$ cat config.mk
export PLATFORM = sky130hd
export DESIGN_NAME = dsl_token_scanner
export DESIGN_NICKNAME = d
export VERILOG_FILES = /design/src/hdl/dts_pkg.sv /design/src/hdl/dts_scan_core.sv /design/src/hdl/dts_result_fifo.sv /design/src/hdl/dsl_token_scanner.sv
export SDC_FILE = /design/constraint.sdc
export NUM_CORES = 1
export LEC_CHECK = 0
export BUFFER_PORTS_ARGS = -buffer_cell sky130_fd_sc_hd__buf_2
export CORE_MARGIN = 1.5
export CORE_UTILIZATION = 40
export DETAILED_ROUTE_END_ITERATION = 10
export GPL_ROUTABILITY_DRIVEN = 0
export PLACE_DENSITY = 0.67
export SYNTH_ARGS = -nofsm -noshare
export SYNTH_HDL_FRONTEND = slang
export SYNTH_HIERARCHICAL = 1
export SYNTH_SLANG_ARGS = --single-unit
$ cat constraint.sdc
create_clock -name clk -period 9.7 [get_ports clk]
set_input_delay 0.97 -clock clk [delete_from_list [all_inputs] [get_ports clk]]
set_output_delay 0.97 -clock clk [all_outputs]
set_load 0.005 [all_outputs]
$ cat src/hdl/dts_pkg.sv
`default_nettype none
// ----------------------------------------------------------------------------
// dts_pkg: shared types of the token scanner
// result record passed from the scan core through the result queue
// ----------------------------------------------------------------------------
package dts_pkg;

	localparam int unsigned LINE_W = 20;

	// token kinds as seen on the kind port
	typedef enum logic [2:0] {
		KIND_END    = 3'd0,
		KIND_WORD   = 3'd1,
		KIND_NUM    = 3'd2,
		KIND_AT     = 3'd3,
		KIND_LBRACE = 3'd4,
		KIND_RBRACE = 3'd5,
		KIND_SEMI   = 3'd6,
		KIND_DOLLAR = 3'd7
	} kind_t;

	typedef struct packed {
		logic [2:0]       kind;
		logic [LINE_W-1:0] line_no;
		logic [7:0]       word_char;
		logic             word_first;
		logic             negative;
		logic [31:0]      int_part;
		logic             int_overflow;
		logic [29:0]      frac_value;
		logic [3:0]       frac_len;
		logic             last;
	} res_t;

endpackage

`default_nettype wire

$ cat src/hdl/dts_scan_core.sv
`default_nettype none
// ----------------------------------------------------------------------------
// dts_scan_core: scanner state and per-byte decode
// one byte in, up to two result records out in the same cycle
// ----------------------------------------------------------------------------
module dts_scan_core #(
	parameter int unsigned WORD_MAX_LEN = 126,
	parameter int unsigned NUM_MAX_LEN  = 62,
	parameter int unsigned FRAC_DIGITS  = 9
) (
	input  wire logic            clk,
	input  wire logic            arst_n,
	input  wire logic            fire,
	input  wire logic [7:0]      ch,
	output dts_pkg::res_t        res0,
	output dts_pkg::res_t        res1,
	output logic [1:0]           res_cnt
);

	localparam int unsigned LW = 7;
	localparam int unsigned LNW = dts_pkg::LINE_W;
	localparam logic [LW-1:0] WORD_LIM = LW'(WORD_MAX_LEN);
	localparam logic [LW-1:0] NUM_LIM  = LW'(NUM_MAX_LEN);
	localparam logic [3:0]    FRAC_LIM = 4'(FRAC_DIGITS);
	localparam logic [LNW-1:0] LINE_MAX = {LNW{1'b1}};
	localparam logic [LNW-1:0] LINE_ONE = LNW'(1);

	localparam logic [7:0] CH_NUL    = 8'h00;
	localparam logic [7:0] CH_TAB    = 8'h09;
	localparam logic [7:0] CH_LF     = 8'h0A;
	localparam logic [7:0] CH_VT     = 8'h0B;
	localparam logic [7:0] CH_FF     = 8'h0C;
	localparam logic [7:0] CH_CR     = 8'h0D;
	localparam logic [7:0] CH_SPACE  = 8'h20;
	localparam logic [7:0] CH_HASH   = 8'h23;
	localparam logic [7:0] CH_DOLLAR = 8'h24;
	localparam logic [7:0] CH_MINUS  = 8'h2D;
	localparam logic [7:0] CH_DOT    = 8'h2E;
	localparam logic [7:0] CH_SLASH  = 8'h2F;
	localparam logic [7:0] CH_ZERO   = 8'h30;
	localparam logic [7:0] CH_NINE   = 8'h39;
	localparam logic [7:0] CH_SEMI   = 8'h3B;
	localparam logic [7:0] CH_AT     = 8'h40;
	localparam logic [7:0] CH_UP_A   = 8'h41;
	localparam logic [7:0] CH_UP_Z   = 8'h5A;
	localparam logic [7:0] CH_UNDER  = 8'h5F;
	localparam logic [7:0] CH_LO_A   = 8'h61;
	localparam logic [7:0] CH_LO_Z   = 8'h7A;
	localparam logic [7:0] CH_LBRACE = 8'h7B;
	localparam logic [7:0] CH_RBRACE = 8'h7D;

	typedef enum logic [2:0] {
		MODE_IDLE    = 3'd0,
		MODE_COMMENT = 3'd1,
		MODE_SLASH   = 3'd2,
		MODE_MINUS   = 3'd3,
		MODE_WORD    = 3'd4,
		MODE_NUM     = 3'd5
	} mode_t;

	typedef struct packed {
		logic        negative;
		logic [31:0] int_part;
		logic        ovf;
		logic [1:0]  dots;
		logic [29:0] frac;
		logic [3:0]  frac_len;
	} num_t;

	localparam num_t NUM_CLEAR = '0;

	mode_t          mode_q;
	logic [LW-1:0]  len_q;
	logic [LNW-1:0] line_q;
	num_t           num_q;

	mode_t          n_mode;
	logic [LW-1:0]  n_len;
	logic [LNW-1:0] n_line;
	num_t           n_num;
	logic           put_a;
	logic           put_b;
	logic           do_fresh;
	dts_pkg::res_t  res_a;
	dts_pkg::res_t  res_b;
	logic           is_digit;
	logic           is_wstart;

	function automatic num_t num_take(num_t s, logic [7:0] c);
		num_t        r;
		logic [7:0]  dc;
		logic [3:0]  d;
		logic [35:0] v;
		r  = s;
		dc = c - CH_ZERO;
		d  = dc[3:0];
		v  = 36'({s.int_part, 3'b000}) + 36'({s.int_part, 1'b0}) + 36'(d);
		if (c == CH_DOT) begin
			if (r.dots != 2'd2) r.dots = r.dots + 2'd1;
		end else if (r.dots == 2'd0) begin
			if (r.ovf || (v[35:32] != 4'd0)) begin
				r.int_part = '1;
				r.ovf      = 1'b1;
			end else begin
				r.int_part = v[31:0];
			end
		end else if ((r.dots == 2'd1) && (r.frac_len < FRAC_LIM)) begin
			r.frac     = 30'({r.frac, 3'b000}) + 30'({r.frac, 1'b0}) + 30'(d);
			r.frac_len = r.frac_len + 4'd1;
		end
		return r;
	endfunction

	function automatic dts_pkg::res_t mk_res(logic [2:0] kind, logic [LNW-1:0] line,
			logic [7:0] wc, logic wf, logic is_num, num_t nm);
		dts_pkg::res_t r;
		r              = '0;
		r.kind         = kind;
		r.line_no      = line;
		r.word_char    = wc;
		r.word_first   = wf;
		if (is_num) begin
			r.negative     = nm.negative;
			r.int_part     = nm.int_part;
			r.int_overflow = nm.ovf;
			r.frac_value   = nm.frac;
			r.frac_len     = nm.frac_len;
		end
		return r;
	endfunction

	assign is_digit  = (ch >= CH_ZERO) && (ch <= CH_NINE);
	assign is_wstart = ((ch >= CH_LO_A) && (ch <= CH_LO_Z)) ||
		((ch >= CH_UP_A) && (ch <= CH_UP_Z)) || (ch == CH_UNDER);

	always_comb begin
		n_mode   = mode_q;
		n_len    = len_q;
		n_line   = line_q;
		n_num    = num_q;
		put_a    = 1'b0;
		put_b    = 1'b0;
		do_fresh = 1'b0;
		res_a    = '0;
		res_b    = '0;

		// mode-specific handling
		case (mode_q)
			MODE_COMMENT: begin
				if ((ch == CH_NUL) || (ch == CH_LF)) do_fresh = 1'b1;
			end
			MODE_SLASH: begin
				if (ch == CH_SLASH) n_mode = MODE_COMMENT;
				else do_fresh = 1'b1;
			end
			MODE_MINUS: begin
				if (is_digit) begin
					n_num          = NUM_CLEAR;
					n_num.negative = 1'b1;
					n_num          = num_take(n_num, ch);
					n_mode         = MODE_NUM;
					n_len          = LW'(2);
					if (n_len >= NUM_LIM) begin
						put_a  = 1'b1;
						res_a  = mk_res(dts_pkg::KIND_NUM, n_line, 8'h00, 1'b0, 1'b1,
							n_num);
						n_mode = MODE_IDLE;
						n_len  = '0;
					end
				end else begin
					do_fresh = 1'b1;
				end
			end
			MODE_WORD: begin
				if (is_wstart || is_digit) begin
					put_a = 1'b1;
					res_a = mk_res(dts_pkg::KIND_WORD, n_line, ch, 1'b0, 1'b0, n_num);
					n_len = len_q + LW'(1);
					if (n_len >= WORD_LIM) begin
						n_mode = MODE_IDLE;
						n_len  = '0;
					end
				end else begin
					do_fresh = 1'b1;
				end
			end
			MODE_NUM: begin
				if (is_digit || (ch == CH_DOT)) begin
					n_num = num_take(num_q, ch);
					n_len = len_q + LW'(1);
					if (n_len >= NUM_LIM) begin
						put_a  = 1'b1;
						res_a  = mk_res(dts_pkg::KIND_NUM, n_line, 8'h00, 1'b0, 1'b1,
							n_num);
						n_mode = MODE_IDLE;
						n_len  = '0;
					end
				end else begin
					// number ends, then the byte is scanned afresh
					put_a    = 1'b1;
					res_a    = mk_res(dts_pkg::KIND_NUM, n_line, 8'h00, 1'b0, 1'b1, num_q);
					do_fresh = 1'b1;
				end
			end
			default: begin
				do_fresh = 1'b1;
			end
		endcase

		// byte scanned from idle
		if (do_fresh) begin
			n_mode = MODE_IDLE;
			n_len  = '0;
			if (ch == CH_NUL) begin
				put_b  = 1'b1;
				res_b  = mk_res(dts_pkg::KIND_END, n_line, 8'h00, 1'b0, 1'b0, n_num);
				n_line = LINE_ONE;
				n_num  = NUM_CLEAR;
			end else if (ch == CH_LF) begin
				if (n_line != LINE_MAX) n_line = n_line + LINE_ONE;
			end else if ((ch == CH_SPACE) || (ch == CH_TAB) || (ch == CH_VT) ||
					(ch == CH_FF) || (ch == CH_CR)) begin
				n_mode = MODE_IDLE;
			end else if (ch == CH_HASH) begin
				n_mode = MODE_COMMENT;
			end else if (ch == CH_SLASH) begin
				n_mode = MODE_SLASH;
			end else if (ch == CH_AT) begin
				put_b = 1'b1;
				res_b = mk_res(dts_pkg::KIND_AT, n_line, 8'h00, 1'b0, 1'b0, n_num);
			end else if (ch == CH_LBRACE) begin
				put_b = 1'b1;
				res_b = mk_res(dts_pkg::KIND_LBRACE, n_line, 8'h00, 1'b0, 1'b0, n_num);
			end else if (ch == CH_RBRACE) begin
				put_b = 1'b1;
				res_b = mk_res(dts_pkg::KIND_RBRACE, n_line, 8'h00, 1'b0, 1'b0, n_num);
			end else if (ch == CH_SEMI) begin
				put_b = 1'b1;
				res_b = mk_res(dts_pkg::KIND_SEMI, n_line, 8'h00, 1'b0, 1'b0, n_num);
			end else if (ch == CH_DOLLAR) begin
				put_b = 1'b1;
				res_b = mk_res(dts_pkg::KIND_DOLLAR, n_line, 8'h00, 1'b0, 1'b0, n_num);
			end else if (is_digit) begin
				n_num  = num_take(NUM_CLEAR, ch);
				n_mode = MODE_NUM;
				n_len  = LW'(1);
				if (n_len >= NUM_LIM) begin
					put_b  = 1'b1;
					res_b  = mk_res(dts_pkg::KIND_NUM, n_line, 8'h00, 1'b0, 1'b1, n_num);
					n_mode = MODE_IDLE;
					n_len  = '0;
				end
			end else if (ch == CH_MINUS) begin
				n_mode = MODE_MINUS;
			end else if (is_wstart) begin
				put_b  = 1'b1;
				res_b  = mk_res(dts_pkg::KIND_WORD, n_line, ch, 1'b1, 1'b0, n_num);
				n_len  = LW'(1);
				n_mode = MODE_WORD;
				if (n_len >= WORD_LIM) begin
					n_mode = MODE_IDLE;
					n_len  = '0;
				end
			end
		end
	end

	// compact the two slots and mark the final record
	always_comb begin
		res_cnt = {1'b0, put_a} + {1'b0, put_b};
		res0    = put_a ? res_a : res_b;
		res1    = res_b;
		res0.last = (res_cnt == 2'd1);
		res1.last = 1'b1;
	end

	always_ff @(posedge clk or negedge arst_n) begin
		if (!arst_n) begin
			mode_q <= MODE_IDLE;
			len_q  <= '0;
			line_q <= LINE_ONE;
			num_q  <= NUM_CLEAR;
		end else if (fire) begin
			mode_q <= n_mode;
			len_q  <= n_len;
			line_q <= n_line;
			num_q  <= n_num;
		end
	end

endmodule

`default_nettype wire

$ cat src/hdl/dts_result_fifo.sv
`default_nettype none
// ----------------------------------------------------------------------------
// dts_result_fifo: four-entry result queue
// takes up to two records a cycle, and while the output is not stalled hands out one
// ----------------------------------------------------------------------------
module dts_result_fifo (
	input  wire logic          clk,
	input  wire logic          arst_n,
	input  wire logic [1:0]    wr_cnt,
	input  dts_pkg::res_t      wr_res0,
	input  dts_pkg::res_t      wr_res1,
	output logic               room,
	output logic               out_valid,
	input  wire logic          out_stall,
	output dts_pkg::res_t      head
);

	dts_pkg::res_t mem_q [4];
	logic [1:0]    wr_ptr_q;
	logic [1:0]    rd_ptr_q;
	logic [2:0]    count_q;
	logic          pop;

	assign out_valid = (count_q != 3'd0);
	assign pop       = out_valid && !out_stall;
	// two free slots needed for the worst case of one byte
	assign room      = (count_q <= 3'd2);
	assign head      = mem_q[rd_ptr_q];

	always_ff @(posedge clk) begin
		if (wr_cnt != 2'd0) mem_q[wr_ptr_q] <= wr_res0;
		if (wr_cnt == 2'd2) mem_q[wr_ptr_q + 2'd1] <= wr_res1;
	end

	always_ff @(posedge clk or negedge arst_n) begin
		if (!arst_n) begin
			wr_ptr_q <= '0;
			rd_ptr_q <= '0;
			count_q  <= '0;
		end else begin
			wr_ptr_q <= wr_ptr_q + wr_cnt;
			if (pop) rd_ptr_q <= rd_ptr_q + 2'd1;
			count_q  <= count_q + {1'b0, wr_cnt} - {2'b00, pop};
		end
	end

endmodule

`default_nettype wire

$ cat src/hdl/dsl_token_scanner.sv
`default_nettype none
// ----------------------------------------------------------------------------
// dsl_token_scanner: streaming tokenizer for a small text language
// one source byte per request in, tokens out one per request
// ----------------------------------------------------------------------------
// usage
//  input channel: ch with in_valid / in_stall, one source byte per request
//  output channel: one token per request with out_valid / out_stall
//  a zero byte flushes a pending number, sends the end token and returns
//  the scanner, line count included, to its reset state
//  a byte is registered in the input stage, decoded from there once the
//  queue has room, and its tokens are written to the queue for output
//  throughput: one byte per cycle while each byte gives at most one token
//  and the output is not stalled; a byte that gives two tokens (number end
//  plus a new token) writes both at once, read out by the single-read queue
//  the queue holds four records; the input stalls while it cannot take
//  the two records one byte may cause, so an output stall backs up to the
//  input and no token is lost
//  reset: asynchronous, clears scanner state and the queue, line count 1
// ----------------------------------------------------------------------------
module dsl_token_scanner #(
	parameter int unsigned WORD_MAX_LEN = 126,
	parameter int unsigned NUM_MAX_LEN  = 62,
	parameter int unsigned FRAC_DIGITS  = 9
) (
	input  wire logic        clk,
	input  wire logic        arst_n,
	// source byte channel
	input  wire logic        in_valid,
	output logic             in_stall,
	input  wire logic [7:0]  ch,
	// token channel
	output logic             out_valid,
	input  wire logic        out_stall,
	output logic [2:0]       kind,
	output logic [19:0]      line_no,
	output logic [7:0]       word_char,
	output logic             word_first,
	output logic             negative,
	output logic [31:0]      int_part,
	output logic             int_overflow,
	output logic [29:0]      frac_value,
	output logic [3:0]       frac_len,
	output logic             last
);

	// input register stage
	logic          valid_s1;
	logic [7:0]    ch_s1;
	logic          room;
	logic          fire;
	logic          in_take;
	dts_pkg::res_t res0;
	dts_pkg::res_t res1;
	logic [1:0]    res_cnt;
	logic [1:0]    wr_cnt;
	dts_pkg::res_t head;

	// byte in the stage is decoded once the queue has room for two records
	assign fire     = valid_s1 && room;
	assign in_stall = valid_s1 && !room;
	assign in_take  = in_valid && !in_stall;
	assign wr_cnt   = fire ? res_cnt : 2'd0;

	always_ff @(posedge clk or negedge arst_n) begin
		if (!arst_n) begin
			valid_s1 <= 1'b0;
		end else if (!in_stall) begin
			valid_s1 <= in_valid;
		end
	end

	// payload needs no reset
	always_ff @(posedge clk) begin
		if (in_take) ch_s1 <= ch;
	end

	dts_scan_core #(
		.WORD_MAX_LEN (WORD_MAX_LEN),
		.NUM_MAX_LEN  (NUM_MAX_LEN),
		.FRAC_DIGITS  (FRAC_DIGITS)
	) u_core (
		.clk     (clk),
		.arst_n  (arst_n),
		.fire    (fire),
		.ch      (ch_s1),
		.res0    (res0),
		.res1    (res1),
		.res_cnt (res_cnt)
	);

	dts_result_fifo u_fifo (
		.clk       (clk),
		.arst_n    (arst_n),
		.wr_cnt    (wr_cnt),
		.wr_res0   (res0),
		.wr_res1   (res1),
		.room      (room),
		.out_valid (out_valid),
		.out_stall (out_stall),
		.head      (head)
	);

	// head of the queue drives the token ports
	assign kind         = head.kind;
	assign line_no      = head.line_no;
	assign word_char    = head.word_char;
	assign word_first   = head.word_first;
	assign negative     = head.negative;
	assign int_part     = head.int_part;
	assign int_overflow = head.int_overflow;
	assign frac_value   = head.frac_value;
	assign frac_len     = head.frac_len;
	assign last         = head.last;

endmodule

`default_nettype wire
==> results.tsv, run 1 <==
stage	metric	value	unit
outcome	status	finished, final reports clean	
clock_tree	clock latency on the worst-skew pair	630	ps
clock_tree	CTS Buf Count	55	
drt	vias	19955	
worst_setup_path	critical path data required time	9930	ps
floorplanning	Die Span X	281	um
clock_tree	clk root buf	clkbuf_16	
timing	post-route setup slack	3740	ps
clock_tree	clock sinks	520	
worst_setup_path	CP peak stage delay	920	ps
floorplanning	core box area	76300	um^2
timing	RSZ-0062 raised after global routing	false	
global_route	vias in the first global route	20585	
drt	DRC Markers	0	
synth	Synth Flop Type	edfxtp_1	
timing	skew final	33.1	ps
place	detailed placement HPWL	48.2	mm
timing	Final setup viols	0	
job	maxcap violations	0	
drt	post-DR wirelength/cell	21.2	um
global_route	grt ovf	0	
synth	Yosys reg bits	520	
worst_setup_path	critical path peak fanout	56	
timing	Max Fclk	168	MHz
timing	Slew HR	19.1	%
clock_tree	CTS Buffer Depth	3	
finish	Final #Nets	2641	
floorplanning	Initial Utilization	40.6	%
global_route	pin count of the biggest net entering global routing	64	
floorplanning	die area	79100	um^2
clock_tree	postcts setup bufs	0	
synth	largest cells by area after synthesis	edfxtp_1, mux2_2, dfrtp_1	
finish	most common cell after layout, fill and taps aside	edfxtp_1	
worst_setup_path	Worst Path Arrival	6190	ps
synth	Synth area leader	edfxtp_1	
finish	most frequent cells in the layout	edfxtp_1, mux2_2, nor2_1, nand2_1, ha_1	
timing	hold_ws	391	ps
timing	Min Clock Period, post-route	5960	ps
worst_setup_path	Setup crit end kind	flip-flop	
global_route	Tot GR Track Use	19.1	%
worst_setup_path	worst-path cell chain	or3b_2, a21boi_0, o21ai_1, a31o_2, o21ai_2, nor2_1, buf_4, ha_1, and3_1, o21ai_0, o21a_4, buf_4	
timing	Setup TNS	0	ps
finish	share of layout cells above drive strength 1	30.4	%
clock_tree	H-tree depth	2	
synth	Async S/R FF share, synth	20.8	%
worst_setup_path	cell mode on critical path	buf_4	
drt	Final ANT Viol Nets	0	
finish	layout overhead on the synthesized area	9.57	%
synth	sequential area share after synthesis	48.7	%
drt	DR pass1 iterations	5	
floorplanning	std cell rows	101	
floorplanning	# IOs	115	
drt	total wire length	75.7	mm
clock_tree	Post-CTS Resized	0	
synth	Post-Synthesis Cells	2421	
finish	fill count	6904	
synth	share of the synthesized area in the top cell type	39.9	%
place	Buffers on Ports	114	
synth	Synth Area per Inst	12.8	um^2
timing	worst-margin pin slew	1210	ps
timing	Final Cycle Share	61.5	%
drt	vias per cell	5.59	
worst_setup_path	crit start category	flip-flop	
worst_setup_path	Crit Path Class	flip-flop to flip-flop	
timing	Final Hold Violating Endpoints	0	
synth	synthesized area	31000	um^2
place	Post-Place Setup Slack	3810	ps
synth	yosys warns	6	
global_route	first-pass GRT wire length	118	mm
finish	diode count	0	
clock_tree	CTS tree	yes	
synth	EDFF count, synth	412	
worst_setup_path	CP max stage cell	o21a_4	
global_route	antenna violations before repair	1	
drt	Starting DRT DRC Count	1362	
pwr	Leakage	13.9	nW
finish	Core Util, Final	44.5	%
synth	Yosys cell types	94	
timing	Slew Limit Fails	0	
floorplanning	Die Height	281	um
pwr	Peak supply drop	138	uV
clock_tree	CTS clk-pin slew, worst paths	60	ps
worst_hold_path	min-delay worst type	input pin to asynchronous set/reset pin	
clock_tree	hold-fix buffer count after cts	0	
pwr	power density cells	215	nW/um^2
## through the flow
stage               std cells  instance area (um^2)  power, W
floorplan                2490                 31200   0.00446
global placement         3467                 32200   0.00529
detailed placement       3467                 32200   0.00533
finish                   3569                 33900   0.00729
CTS                      3569                 33900   0.00740
global route             3569                 33900   0.00767
## state kept, by name (all words and copies together) (netlist names)
register,flops
u_fifo/mem_q,404
u_core/num_q,70
u_core/line_q,20
ch_s1,8
u_core/len_q,7
u_core/mode_q,3
u_fifo/count_q,3
u_fifo/rd_ptr_q,2
u_fifo/wr_ptr_q,2
valid_s1,1
## synth_stat cells, drive strengths merged, types with 5 or more instances
cell type	number
o21a	9
a221o	6
ha	130
fa	5
o21ai	106
nand2b	16
nor2b	12
edfxtp	412
mux4	101
a211o	5
o2bb2ai	8
a22oi	9
o31ai	11
a21oi	107
a21boi	6
nor3	39
a21o	37
a22o	20
inv	47
and2	66
mux2	405
o21bai	9
a31oi	8
nand2	142
xor2	40
xnor2	39
buf	149
nor2	147
clkbuf	49
dfrtp	107
a211oi	26
nand3	30
nand4	8
or3	16
and3	20
or2	8
## power breakdown
part / internal (W) / leakage (nW) / total (W) / switching, W
combinational: 0.000977 / 7.66 / 0.00226 / 0.00128
clock: 0.00116 / 0.848 / 0.00206 / 0.000891
sequential: 0.00275 / 5.40 / 0.00298 / 0.000225
## final cells by class
cell class / count / area (um^2) / share of cell area (%)
multi-input cells: 1725 / 14900 / 43.8
repair buffers: 145 / 806 / 2.37
flip-flops and latches: 520 / 15100 / 44.4
well taps: 1030 / 1290 / 3.80
inverters: 47 / 176 / 0.520
clock buffers: 76 / 1510 / 4.43
clock inverters: 26 / 236 / 0.697
## cell families (layout without fill, tap and decap cells)
family                     count (synthesis)  after routing  synth area share, %
and+or+nand+nor                          529            529                 8.32
adders and majority gates                135            135                 5.57
other                                      2             71               0.0242
xor gates and xnor gates                  79             79                 2.23
muxes                                    508            508                 22.1
buffers and inverters                    245            294                 4.53
AOI/OAI and AO/OA                        403            403                 8.54
DFF                                      520            520                 48.7
## metal layers
metal  wire length [um]  vias up  global-route usage (%)
met1              32300    10094                    24.8
met4               2010        0                    5.97
li1                   -     9230                       -
met3               4160      122                    3.07
met5                  0        -                       0
met2              37200      509                    32.5
## worst paths after layout
path / startpoint / to / slack, ps / depth (start not counted)
min reg2reg: u_core/num_q[35]$_DFFE_PN0P_ / u_core/num_q[35]$_DFFE_PN0P_ / 500 / 1
max reg2reg: ch_s1[2]$_DFFE_PP_ / u_fifo/mem_q[2][51]$_DFFE_PP_ / 3740 / 12
min: arst_n / u_core/num_q[16]$_DFFE_PN0P_ / 390 / 1
min in group clk: u_core/num_q[35]$_DFFE_PN0P_ / u_core/num_q[35]$_DFFE_PN0P_ / 500 / 1
max: ch_s1[2]$_DFFE_PP_ / u_fifo/mem_q[2][51]$_DFFE_PP_ / 3740 / 12
max in group asynchronous: arst_n / u_core/num_q[56]$_DFFE_PN0P_ / 7940 / 2
## worst max-delay path: cells and delay by family (launching register included)
| kind | cells | cell delay (ps) |
|---|---|---|
| flops | 1 | 690 |
| fa+ha+maj | 1 | 370 |
| buf+inv | 2 | 1020 |
| simple gates | 3 | 950 |
| compound gates | 6 | 2490 |
(Power assumes the default switching activity.)
==> inputs of run 2 (changes only) <==
==> constraint.sdc (replaced) <==
create_clock -name clk -period 5.6 [get_ports clk]
set_input_delay 0.56 -clock clk [delete_from_list [all_inputs] [get_ports clk]]
set_output_delay 0.56 -clock clk [all_outputs]
set_load 0.005 [all_outputs]
==> results.tsv, run 2 (same netlist as run 1, synthesis figures left out) <==
stage	metric	value	unit	change
outcome	status	finished, final reports clean		unchanged
drt	Starting DRT DRC Count	1461		was 1,362
drt	vias per cell	5.57		was 5.59
place	Post-Place Setup Slack	626	ps	was 3810 ps
floorplanning	core box area	76300	um^2	unchanged
floorplanning	Initial Utilization	40.6	%	unchanged
timing	hold_ws	40.7	ps	was 391 ps
floorplanning	Die Span X	281	um	unchanged
clock_tree	clk root buf	clkbuf_16		unchanged
clock_tree	H-tree depth	2		unchanged
worst_hold_path	min-delay worst type	input pin to asynchronous set/reset pin		unchanged
timing	Slew HR	25.6	%	was 19.1%
floorplanning	std cell rows	101		unchanged
finish	Largest register FFs	404		unchanged
finish	Final #Nets	2656		was 2,641
global_route	first-pass GRT wire length	118	mm	about the same
pwr	power density cells	373	nW/um^2	was 215 nW/um^2
drt	DR pass1 iterations	5		unchanged
pwr	total chip power	0.0128	W	was 0.00729 W
timing	Final Cycle Share	89.4	%	was 61.5%
timing	RSZ-0062 raised after global routing	false		unchanged
pwr	Leakage	14.0	nW	was 13.9 nW
place	Buffers on Ports	114		unchanged
floorplanning	Die Height	281	um	unchanged
finish	top flop regs	u_fifo/mem_q (404), u_core/num_q (70), u_core/line_q (20)		unchanged
timing	Min Clock Period, post-route	5010	ps	was 5960 ps
clock_tree	Post-CTS Resized	0		unchanged
worst_setup_path	critical path data required time	6070	ps	was 9930 ps
global_route	vias in the first global route	20818		was 20,585
clock_tree	CTS tree	yes		unchanged
clock_tree	hold-fix buffer count after cts	0		unchanged
drt	total wire length	75.5	mm	was 75.7 mm
drt	DRC Markers	0		unchanged
worst_setup_path	crit start category	flip-flop		unchanged
clock_tree	CTS clk-pin slew, worst paths	70	ps	was 60 ps
timing	post-route setup slack	592	ps	was 3740 ps
clock_tree	postcts setup bufs	0		unchanged
global_route	pin count of the biggest net entering global routing	65		was 64
global_route	antenna violations before repair	2		was 1
global_route	grt ovf	0		unchanged
finish	share of layout cells above drive strength 1	31.1	%	was 30.4%
drt	post-DR wirelength/cell	21.1	um	was 21.2 um
timing	Final setup viols	0		unchanged
worst_setup_path	Crit Path Class	flip-flop to flip-flop		unchanged
clock_tree	CTS Buf Count	53		was 55
clock_tree	CTS Buffer Depth	3		unchanged
timing	Slew Limit Fails	0		unchanged
place	detailed placement HPWL	49.2	mm	was 48.2 mm
job	maxcap violations	0		unchanged
worst_setup_path	Worst Path Arrival	5480	ps	was 6190 ps
finish	layout overhead on the synthesized area	10.5	%	was 9.57%
drt	vias	19968		was 19,955
global_route	Tot GR Track Use	19.1	%	about the same
clock_tree	clock sinks	520		unchanged
worst_setup_path	Setup crit end kind	flip-flop		unchanged
finish	most common cell after layout, fill and taps aside	edfxtp_1		unchanged
timing	Max Fclk	200	MHz	was 168 MHz
finish	diode count	0		unchanged
finish	most frequent cells in the layout	edfxtp_1, mux2_2, nor2_1, nand2_1, ha_1		unchanged
floorplanning	die area	79100	um^2	unchanged
worst_setup_path	critical path peak fanout	21		was 56
timing	Final Hold Violating Endpoints	0		unchanged
drt	Final ANT Viol Nets	0		unchanged
finish	Reg with most FFs	u_fifo/mem_q		unchanged
timing	worst-margin pin slew	1110	ps	was 1210 ps
timing	skew final	22.1	ps	was 33.1 ps
floorplanning	# IOs	115		unchanged
clock_tree	clock latency on the worst-skew pair	630	ps	about the same
pwr	Peak supply drop	290	uV	was 138 uV
run 2: routing by layer:
| layer | share of wire, % | GRT usage (%) | up-vias |
|---|---|---|---|
| met2 | 50 | 33.5 | 535 |
| met5 | 0 | 0 | - |
| met4 | 2.1 | 4.98 | 0 |
| met3 | 5.2 | 2.88 | 98 |
| met1 | 42 | 24.5 | 10092 |
| li1 | - | - | 9243 |
run 2: path summary, 6_finish.rpt:
kind | cells past startpoint | from | end | slack [ps]
max reg2reg | 15 | ch_s1[1]$_DFFE_PP_ | u_fifo/mem_q[3][67]$_DFFE_PP_ | 590
max in group asynchronous | 2 | arst_n | u_core/num_q[64]$_DFFE_PN0P_ | 4280
min in group clk | 1 | ch[2] | ch_s1[2]$_DFFE_PP_ | 160
min | 1 | arst_n | u_core/num_q[19]$_DFFE_PN0P_ | 40
min reg2reg | 1 | u_core/len_q[5]$_DFFE_PN0P_ | u_core/len_q[5]$_DFFE_PN0P_ | 500
max | 15 | ch_s1[1]$_DFFE_PP_ | u_fifo/mem_q[3][67]$_DFFE_PP_ | 590
run 2: cell type report:
type	instances	area [um^2]
tap	1030	1290
sequential	520	15100
timing repair buffer	162	1080
inverter	47	176
clock buffer	60	1350
clock inverter	40	423
multi-input combinational	1725	14800
fill	6901	42100
run 2: critical path, stage by stage (launching register included):
cell and delay, ps:
edfxtp_1 830, ha_1 270, ha_1 210, inv_1 80, fa_1 480, nor2b_1 170
o31a_1 180, a31oi_1 140, a211oi_1 320, o211a_1 300, o22ai_1 110, xnor2_1 350
a2111o_1 270, nor2_1 110, a211oi_1 720, mux2_2 300
run 2: through the flow:
stage | utilization, % | std cells | TNS [ps] | instance area, um^2
2_1_floorplan | - | 2490 | -151970 | 31300
3_3_place_gp | 42.5 | 3484 | 0 | 32500
3_5_place_dp | 42.5 | 3484 | 0 | 32500
4_1_cts | 44.9 | 3584 | 0 | 34300
5_1_grt | 44.9 | 3584 | 0 | 34300
6_report | 44.9 | 3584 | 0 | 34300
run 2: report_power, final:
part           switching, W  total, W  internal (W)  leakage [nW]
registers          0.000385   0.00515       0.00476          5.40
clock network       0.00155   0.00363       0.00207         0.863
logic               0.00224   0.00399       0.00175          7.78
total               0.00418    0.0128       0.00858          14.0
==> inputs of run 3 (changes only) <==
--- a/config.mk
+++ b/config.mk
@@ -8,9 +8,11 @@
 export BUFFER_PORTS_ARGS = -buffer_cell sky130_fd_sc_hd__buf_2
 export CORE_MARGIN = 1.5
 export CORE_UTILIZATION = 40
+export CTS_CLUSTER_DIAMETER = 50
 export DETAILED_ROUTE_END_ITERATION = 10
 export GPL_ROUTABILITY_DRIVEN = 0
 export PLACE_DENSITY = 0.67
+export RECOVER_POWER = 25
 export SYNTH_ARGS = -nofsm -noshare
 export SYNTH_HDL_FRONTEND = slang
 export SYNTH_HIERARCHICAL = 1
==> results.tsv, run 3 (same netlist as run 1, synthesis figures left out) <==
stage	metric	value	unit	change
outcome	status	finished, violations left		was finished, final reports clean
outcome	failing checks	capacitance limit, slew limit		
timing	RSZ-0062 raised after global routing	false		unchanged
drt	vias	20015		was 19,968
global_route	pin count of the biggest net entering global routing	65		unchanged
floorplanning	Initial Utilization	40.6	%	unchanged
drt	total wire length	75.6	mm	was 75.5 mm
clock_tree	clock latency on the worst-skew pair	650	ps	was 630 ps
clock_tree	CTS Buf Count	56		was 53
finish	Final #Nets	2659		was 2,656
worst_setup_path	crit start category	flip-flop		unchanged
timing	skew final	51.1	ps	was 22.1 ps
global_route	first-pass GRT wire length	118	mm	about the same
worst_setup_path	Setup crit end kind	flip-flop		unchanged
pwr	Comb pwr share	30.6	%	was 31.3%
finish	final non-filler cell total	3590		was 3,584
finish	most common cell after layout, fill and taps aside	edfxtp_1		unchanged
pwr	total chip power	0.0127	W	was 0.0128 W
worst_hold_path	min-delay worst type	input pin to flip-flop		was input pin to asynchronous set/reset pin
worst_setup_path	Worst Reg-to-Reg Cells	13		was 15
pwr	power density cells	372	nW/um^2	was 373 nW/um^2
timing	Min Clock Period, post-route	5130	ps	was 5010 ps
timing	Final Hold Violating Endpoints	0		unchanged
pwr	Leakage	13.8	nW	was 14.0 nW
clock_tree	clk root buf	clkbuf_16		unchanged
clock_tree	CTS tree	yes		unchanged
clock_tree	postcts setup bufs	0		unchanged
finish	fill count	6935		was 6,901
place	Buffers on Ports	114		unchanged
timing	Slew HR	-135	%	was 25.6%
global_route	antenna violations before repair	2		unchanged
worst_hold_path	Hold Path Stages	2		
drt	vias per cell	5.58		was 5.57
timing	Final setup viols	0		unchanged
floorplanning	Die Span X	281	um	unchanged
pwr	NetSw	0.00423	W	was 0.00418 W
timing	hold_ws	157	ps	was 40.7 ps
finish	share of layout cells above drive strength 1	27.6	%	was 31.1%
clock_tree	hold-fix buffer count after cts	0		unchanged
timing	Max Fclk	195	MHz	was 200 MHz
job	maxcap violations	3		was 0
worst_setup_path	critical path peak fanout	37		was 21
clock_tree	clock sinks	520		unchanged
place	Inst Count DP	3484		unchanged
floorplanning	die area	79100	um^2	unchanged
place	detailed placement HPWL	49.2	mm	unchanged
pwr	Peak supply drop	333	uV	was 290 uV
global_route	vias in the first global route	20912		was 20,818
worst_setup_path	Crit Path Class	flip-flop to flip-flop		unchanged
drt	post-DR wirelength/cell	21.1	um	about the same
floorplanning	Die Height	281	um	unchanged
finish	most frequent cells in the layout	edfxtp_1, mux2_2, nand2_1		was edfxtp_1, mux2_2, nor2_1, nand2_1, ha_1
timing	worst-margin pin slew	3530	ps	was 1110 ps
finish	top flop regs	u_fifo/mem_q (404), u_core/num_q (70), u_core/line_q (20)		unchanged
drt	Top Layer Used	met4		unchanged
drt	met3 wire len	3.90	mm	was 3.95 mm
timing	Final Cycle Share	91.5	%	was 89.4%
clock_tree	H-tree depth	2		unchanged
drt	Final ANT Viol Nets	0		unchanged
clock_tree	Post-CTS Resized	0		unchanged
finish	Largest register FFs	404		unchanged
floorplanning	std cell rows	101		unchanged
drt	DRC Markers	0		unchanged
pwr	Switching Fraction	33.3	%	was 32.8%
drt	met1 wire length	31.9	mm	was 32.0 mm
pwr	Clk network pwr share	29.0	%	was 28.4%
drt	DR pass1 iterations	5		unchanged
finish	diode count	0		unchanged
clock_tree	CTS clk-pin slew, worst paths	70	ps	about the same
worst_setup_path	critical path data required time	5960	ps	was 6070 ps
drt	Starting DRT DRC Count	1396		was 1,461
finish	Reg with most FFs	u_fifo/mem_q		unchanged
timing	Slew Limit Fails	104		was 0
pwr	Int Pwr	0.00848	W	was 0.00858 W
clock_tree	CTS Buffer Depth	3		unchanged
finish	Core Util, Final	44.8	%	was 44.9%
floorplanning	# IOs	115		unchanged
pwr	Seq pwr share	40.4	%	was 40.3%
finish	layout overhead on the synthesized area	10.3	%	was 10.5%
floorplanning	core box area	76300	um^2	unchanged
global_route	Tot GR Track Use	19.1	%	about the same
drt	DR WL met2	37.9	mm	about the same
worst_setup_path	Worst Path Arrival	5480	ps	about the same
global_route	grt ovf	0		unchanged
[run 3: final cells by class]
type / instances / area [um^2] / share of cell area [%]
well taps: 1030 / 1290 / 3.77
clock buffers: 64 / 1430 / 4.19
clock inverters: 42 / 408 / 1.19
inverters: 47 / 176 / 0.516
multi-input cells: 1725 / 14800 / 43.4
repair buffers: 162 / 952 / 2.79
flip-flops and latches: 520 / 15100 / 44.1
[run 3: final timing paths]
check                           slack (ps)                         from                             to
worst max-delay path                   470           ch_s1[1]$_DFFE_PP_  u_fifo/mem_q[2][28]$_DFFE_PP_
worst min-delay path                   160                     in_valid           valid_s1$_DFFE_PN0N_
worst max register to register         470           ch_s1[1]$_DFFE_PP_  u_fifo/mem_q[2][28]$_DFFE_PP_
worst min register to register         500  u_core/len_q[5]$_DFFE_PN0P_    u_core/len_q[5]$_DFFE_PN0P_
max in group asynchronous             1580                       arst_n   u_core/num_q[47]$_DFFE_PN0P_
min in group asynchronous             1140                       arst_n   u_core/num_q[16]$_DFFE_PN0P_
[run 3: layer usage]
layer  GRT usage (%)  up-vias
met5               0        -
met4            5.47        0
met3            2.93      131
met2            33.3      502
met1            24.5    10130
li1                -     9252
[run 3: power groups by stage]
stage / Combinational (W) / Sequential [W] / Clock (W)
global route: 0.00426 / 0.00520 / 0.00391
floorplan: 0.00272 / 0.00499 / 0
detailed placement: 0.00407 / 0.00523 / 0
global placement: 0.00402 / 0.00520 / 0
CTS: 0.00409 / 0.00515 / 0.00378
finish: 0.00388 / 0.00514 / 0.00368
[run 3: worst max-delay path, stage by stage, from the launching register on]
cell,delay [ps]
edfxtp_1,710
or3_1,570
or3_1,350
o21ai_0,230
a31o_2,260
o21ai_0,130
nor2_1,140
buf_4,250
ha_1,310
and3_1,270
nand2b_1,300
nor2_4,550
buf_12,350
mux2_2,380
[run 3: metrics by stage]
step                      instance area [um^2]  setup slack, ps  setup TNS [ps]
after floorplan                          31300             -653         -151970
after global placement                   32500              703               0
after detailed placement                 32500              626               0
after CTS                                34300              607               0
after global routing                     34200              179               0
final                                    34200              474               0
